`config.mk`:
```
export PLATFORM = sky130hd
export DESIGN_NAME = sbq_merge_flat
export DESIGN_NICKNAME = d
export VERILOG_FILES = /design/src/hdl/sbq_pkg.sv /design/src/hdl/sbq_rsp_if.sv /design/src/hdl/sbq_merge.sv /design/src/flat_wrapper.sv
export SDC_FILE = /design/constraint.sdc
export NUM_CORES = 1
export LEC_CHECK = 0
export BUFFER_PORTS_ARGS = -buffer_cell sky130_fd_sc_hd__buf_2
export CAP_MARGIN = 0
export CORE_MARGIN = 5
export CORE_UTILIZATION = 36
export DETAILED_ROUTE_END_ITERATION = 8
export GPL_TIMING_DRIVEN = 0
export PLACE_DENSITY = 0.74
export SYNTH_ARGS = -nofsm -noshare
export SYNTH_HDL_FRONTEND = slang
export SYNTH_SLANG_ARGS = --single-unit
```
`constraint.sdc`:
```
create_clock -name clock -period 0.8 [get_ports clock]
set_input_delay 0.16 -clock clock [delete_from_list [all_inputs] [get_ports clock]]
set_output_delay 0.16 -clock clock [all_outputs]
set_load 0.01 [all_outputs]
```
`src/hdl/sbq_pkg.sv`:
```
`timescale 1ns / 1ps

package sbq_pkg;

   localparam int SAMPLE_W   = 24;
   localparam int COEF_W     = 32;
   localparam int STATE_W    = 40;
   localparam int STATE_FRAC = SAMPLE_W + 7;
   localparam int PROD_SHIFT = COEF_W - 10;
   localparam int OUT_SHIFT  = STATE_FRAC - (SAMPLE_W - 1);

   localparam int PROD_W = SAMPLE_W + COEF_W;
   localparam int RND_W  = PROD_W - PROD_SHIFT;
   localparam int SUM_W  = STATE_W + 2;
   localparam int YR_W   = STATE_W + 1 - OUT_SHIFT;

   localparam int CSR_IDX_W = 3;
   localparam logic [CSR_IDX_W-1:0] CSR_B0   = 3'd0;
   localparam logic [CSR_IDX_W-1:0] CSR_B1   = 3'd1;
   localparam logic [CSR_IDX_W-1:0] CSR_B2   = 3'd2;
   localparam logic [CSR_IDX_W-1:0] CSR_A1   = 3'd3;
   localparam logic [CSR_IDX_W-1:0] CSR_A2   = 3'd4;
   localparam logic [CSR_IDX_W-1:0] CSR_MONO = 3'd5;

   localparam logic signed [COEF_W-1:0] COEF_ONE = COEF_W'(64'd1 << (COEF_W - 2));

   localparam logic signed [PROD_W-1:0] PROD_HALF = PROD_W'(64'd1 << (PROD_SHIFT - 1));
   localparam logic signed [STATE_W:0] OUT_HALF = (STATE_W + 1)'(64'd1 << (OUT_SHIFT - 1));

   localparam logic signed [STATE_W-1:0] STATE_MAX = {1'b0, {(STATE_W - 1){1'b1}}};
   localparam logic signed [STATE_W-1:0] STATE_MIN = {1'b1, {(STATE_W - 1){1'b0}}};
   localparam logic signed [SAMPLE_W-1:0] SAMPLE_MAX = {1'b0, {(SAMPLE_W - 1){1'b1}}};
   localparam logic signed [SAMPLE_W-1:0] SAMPLE_MIN = {1'b1, {(SAMPLE_W - 1){1'b0}}};

   typedef struct packed {
      logic signed [COEF_W-1:0] b0;
      logic signed [COEF_W-1:0] b1;
      logic signed [COEF_W-1:0] b2;
      logic signed [COEF_W-1:0] a1;
      logic signed [COEF_W-1:0] a2;
   } coef_type;

   // one strobe per lane step, driven by the sequencer in the top level
   typedef struct packed {
      logic load_x;
      logic mul_x;
      logic rnd_x;
      logic sum_y;
      logic out_y;
      logic mul_y;
      logic rnd_y;
      logic update;
   } lane_ctrl_type;

   // round half up then arithmetic shift right
   function automatic logic signed [RND_W-1:0] round_prod(input logic signed [PROD_W-1:0] p);
      logic signed [PROD_W-1:0] t;
      t = p + PROD_HALF;
      return t[PROD_W-1:PROD_SHIFT];
   endfunction

   function automatic logic signed [STATE_W-1:0] sat_state(input logic signed [SUM_W-1:0] v);
      logic [SUM_W-STATE_W:0] top;
      top = v[SUM_W-1:STATE_W-1];
      if (top == '0 || top == '1) begin
         return v[STATE_W-1:0];
      end
      return v[SUM_W-1] ? STATE_MIN : STATE_MAX;
   endfunction

   function automatic logic signed [SAMPLE_W-1:0] round_sat_out(
      input logic signed [STATE_W-1:0] yw);
      logic signed [STATE_W:0] t;
      logic signed [YR_W-1:0]  r;
      logic [YR_W-SAMPLE_W:0]  top;
      t   = (STATE_W + 1)'(yw) + OUT_HALF;
      r   = t[STATE_W:OUT_SHIFT];
      top = r[YR_W-1:SAMPLE_W-1];
      if (top == '0 || top == '1) begin
         return r[SAMPLE_W-1:0];
      end
      return r[YR_W-1] ? SAMPLE_MIN : SAMPLE_MAX;
   endfunction

endpackage

```
`src/hdl/sbq_rsp_if.sv`:
```
`timescale 1ns / 1ps

interface sbq_rsp_if;
   logic                                   valid;
   logic                                   ready;
   logic signed [sbq_pkg::SAMPLE_W-1:0]    left_out;
   logic signed [sbq_pkg::SAMPLE_W-1:0]    right_out;

   modport source (output valid, output left_out, output right_out, input ready);
   modport sink (input valid, input left_out, input right_out, output ready);
endinterface

```
`src/hdl/sbq_merge.sv`:
```
`timescale 1ns / 1ps

module sbq_merge (
   input  logic                                 clock,
   input  logic                                 reset,
   input  logic                                 load,
   input  logic signed [sbq_pkg::SAMPLE_W-1:0]  left_y,
   input  logic signed [sbq_pkg::SAMPLE_W-1:0]  right_y,
   output logic                                 free,
   sbq_rsp_if.source                            rsp
);

   logic                                valid_ff, valid_in;
   logic signed [sbq_pkg::SAMPLE_W-1:0] left_ff, right_ff;

   // slot can take a new word when empty or being drained this cycle
   assign free = !valid_ff || rsp.ready;

   always_comb begin
      valid_in = valid_ff;
      if (load) begin
         valid_in = 1'b1;
      end else if (rsp.ready) begin
         valid_in = 1'b0;
      end
   end

   always_ff @(posedge clock) begin
      if (reset) begin
         valid_ff <= 1'b0;
      end else begin
         valid_ff <= valid_in;
      end
   end

   always_ff @(posedge clock) begin
      if (load) begin
         left_ff  <= left_y;
         right_ff <= right_y;
      end
   end

   assign rsp.valid     = valid_ff;
   assign rsp.left_out  = left_ff;
   assign rsp.right_out = right_ff;

endmodule

```
`src/flat_wrapper.sv`:
```
// flat-port wrapper written by rule: the top's interface ports become plain ports
module sbq_merge_flat 
  (clock, reset, load, left_y, right_y, free, rsp_valid, rsp_left_out, rsp_right_out, rsp_ready);
  sbq_rsp_if rsp_i ();
  input  logic clock;
  input  logic reset;
  input  logic load;
  input  logic signed [sbq_pkg::SAMPLE_W-1:0] left_y;
  input  logic signed [sbq_pkg::SAMPLE_W-1:0] right_y;
  output logic free;
  output wire logic [$bits(rsp_i.valid)-1:0] rsp_valid;
  output wire logic [$bits(rsp_i.left_out)-1:0] rsp_left_out;
  output wire logic [$bits(rsp_i.right_out)-1:0] rsp_right_out;
  input wire logic [$bits(rsp_i.ready)-1:0] rsp_ready;
  assign rsp_valid = rsp_i.valid;
  assign rsp_left_out = rsp_i.left_out;
  assign rsp_right_out = rsp_i.right_out;
  assign rsp_i.ready = rsp_ready;
  sbq_merge u_core (.clock(clock), .reset(reset), .load(load), .left_y(left_y), .right_y(right_y), .free(free), .rsp(rsp_i));
endmodule
```
Word level (Yosys, flattened, before mapping)
Index checks and enable logic that the tools add are counted.
{ "op_classes": {"n_mux": 2, "reduce_logical": 3} }
{ "ops": {"columns": ["op", "count"], "rows": [
  ["$mux 1", 2],
  ["$reduce_bool 2->1", 1],
  ["$logic_not 1->1", 1],
  ["$logic_or 1x1->1", 1]
]} }
{ "totals": {"regBits": 49, "in_bits": 52, "out_inout_bits": 50, "elab_cells": 8} }

Longest topological paths before layout
{ "depth": {"word_depth": 2, "depth_mapped": 2} }

Least setup slack after synthesis
Ideal clock, no wire load.
{ "synth_path": {"path_type": "register to register", "startpoint": "register, netlist name u_core.rsp.valid", "endpoint": "register u_core.valid_ff, in the netlist u_core.rsp.valid", "setup_ps": 66, "arrival_ps": 597, "required_ps": 734, "path_slack_ps": 137, "stages_incl_launch_ff": 3, "n_path_buf": 0, "path_cell_list": "dfxtp_1 nand2b_4 a21oi_2"} }
{ "synth_lines": {"columns": ["element", "line_no", "text"], "rows": [
  ["end signal, assigned", "sbq_merge.sv:32", "valid_ff <= valid_in;"],
  ["end, declared", "sbq_merge.sv:13", "logic valid_ff, valid_in;"]
]} }

Worst setup path in the final report
{ "layout_path": {"startpoint": "register u_core.right_ff (netlist bit u_core.rsp.right_out[10])", "endpoint": "output port rsp_right_out[10]"} }
{ "layout_lines": {"columns": ["element", "line_no", "text"], "rows": [
  ["start, declared", "sbq_merge.sv:14", "logic signed [sbq_pkg::SAMPLE_W-1:0] left_ff, right_ff;"],
  ["start signal, assigned", "sbq_merge.sv:39", "right_ff <= right_y;"],
  ["end, declared", "flat_wrapper.sv:13", "output wire logic [$bits(rsp_i.right_out)-1:0] rsp_right_out;"]
]} }
No word-level cell between the ends.

==> metrics.cfg <==
[yosys]
synth_area_um2=1490
synth_area_per_cell_um2=28.6
ys_seq_area_frac=0.982
postSynthRegisterBits=49
ys_types=5
syn-num-nets=104
synth_warnings=0
synthCells=52

[clock_tree]
htreeDepth=2
worstSkewPairLatency_ps=290
clock-sinks=49
clock_path_buffers=2
numCtsBuffers=5
cts_tree=built
cts-root-buf=clkbuf_8
cts_setup_buffers=0
clk_pin_slew_ps=80

[worst_setup_path]
startpoint=u_core.rsp.right_out[10]
crit_path_end=rsp_right_out[10]
path_depth=1
critPathBufInv=1
r2r_start=u_core.rsp.valid
path_max_fanout=1
critPathKind=reg -> out
critPathRequiredTime_ps=640
slowest_stage=edfxtp_1
crit_arrival_ps=860
rrSetupSlack_ps=190
reg2reg_depth=2
critical_path.endpoint_type=primary output
slowest_delay_ps=410
crit_chain=buf_2
crit_family=flip-flops
worstReg2RegEnd=u_core.rsp.valid
cp-start-kind=flip-flop

[global_routing]
grt_overflow_total=0
grt_pass1_wl_um=4650
grt_antenna_before_repair=0
grt_max_degree=50
track_usage=0.118
grt_pass1_vias=986

[power]
ir_drop_uv=1540
p_total_uw=5010
power.leakage_uw=0.000948
powerDensity_nw_per_um2=2300

[detailed_routing]
vias=903
viasPerCell=4.26
first_pass_iters=4
post-route-drc-count=0
wl_per_cell_um=15.2
wirelength_um=3220
drtIter0Drc=42
ant_nets=0

[floorplan]
rows=23
coreArea_um2=4000
die_h_um=74.3
die_x_um=74.3
initial_utilization=0.372
dieArea_um2=5520
ios=102

[timing]
skew_ps=0
timing.hold.ws_ps=40.8
setup_ws_ps=-220
slew_headroom=0.618
fin_crit_ps=1020
worst_pin_slew_ps=573
fmax_mhz=980
hold_viol=0
final_max_slew_viol_count=0
fin_crit_sh=1.27
rsz0062_at_grt=true
setup_viol=50

[run_status]
violations=setup timing
status=complete, but fails checks

[finish]
drive_gt1_frac=0.679
n_antenna_cell=0
fin_area_um2=2180
nets=213
area_growth_syn_to_layout_pct=46.4

[hold_path]
hp-class=in -> reg

[placed_design]
port_buffers=101
place_area_um2=2060
gp_congestion=0.677
post-dp-hpwl_um=2480

[run]
drv_cap=0

[layout make-up]
| type | count | area [µm²] |
|---|---|---|
| clock buffer | 8 | 90.1 |
| fill | 341 | 1820 |
| inverter | 1 | 3.75 |
| multi-input combinational | 2 | 22.5 |
| sequential | 49 | 1460 |
| tap | 50 | 62.6 |
| timing repair buffer | 102 | 537 |
[worst min-delay path by stage]
stage	endpoint	from	cells past startpoint
2_1_floorplan	u_core.rsp.valid	reset	1
3_3_place_gp	u_core.rsp.valid	reset	2
3_5_place_dp	u_core.rsp.valid	reset	2
4_1_cts	u_core.rsp.valid	reset	2
5_1_grt	u_core.rsp.right_out[19]	right_y[19]	1
6_report	u_core.rsp.right_out[9]	right_y[9]	1
[routing by layer]
metal  global-route usage  vias to the layer above  wire, µm
li1                     -                      422         -
met1                0.109                      407       988
met2                0.194                       70      1660
met3               0.0892                        4       536
met4               0.0534                        0        41
met5                    0                        -         0
[cells in the final DEF (no fill, tap or decap)]
cell type / netlist / final
buf_2: 0 / 97
edfxtp_1: 48 / 48
clkbuf_8: 0 / 6
buf_6: 0 / 3
clkbuf_1: 0 / 2
inv_1: 1 / 1
nand2b_4: 1 / 1
a21oi_2: 1 / 1
dlygate4sd3_1: 0 / 1
buf_4: 0 / 1
dfxtp_2: 0 / 1
[synthesized netlist by cell type]
cell type | count | area, µm²
edfxtp_1 | 48 | 1440
a21oi_2 | 1 | 8.76
dfxtp_1 | 1 | 20.0
inv_1 | 1 | 3.75
nand2b_4 | 1 | 13.8
[cells by family after synthesis]
logic type	synth area share
compound gates	0.00589
buf+inv	0.00252
flops	0.982
simple gates	0.00925
[state kept, by name, indices dropped and copies added (netlist names)]
| signal | cells |
|---|---|
| u_core.rsp.valid | 1 |
| u_core.rsp.right_out | 24 |
| u_core.rsp.left_out | 24 |
[report_power, final]
part           internal (µW)  switching [µW]
Clock                    705             716
Sequential              3040            50.1
Combinational            235             261
[stage by stage]
step / instances / util / setup slack (ps) / setup TNS, ps
2_1_floorplan: 52 / - / 137 / 0
3_3_place_gp: 203 / 0.514 / -492 / -23930
3_5_place_dp: 203 / 0.514 / -544 / -26530
4_1_cts: 211 / 0.537 / -215 / -8740
5_1_grt: 212 / 0.545 / -272 / -10350
6_report: 212 / 0.545 / -220 / -7930
[timing repair]
| item | CTS | global route |
|---|---|---|
| endpoints found under the hold margin | 0 | 1 |
| endpoints found under the setup margin | 99 | 50 |
| hold buffers | 0 | 1 |
| gates resized for setup | 2 | 4 |
Note: power is estimated with default switching activity, not from simulation.
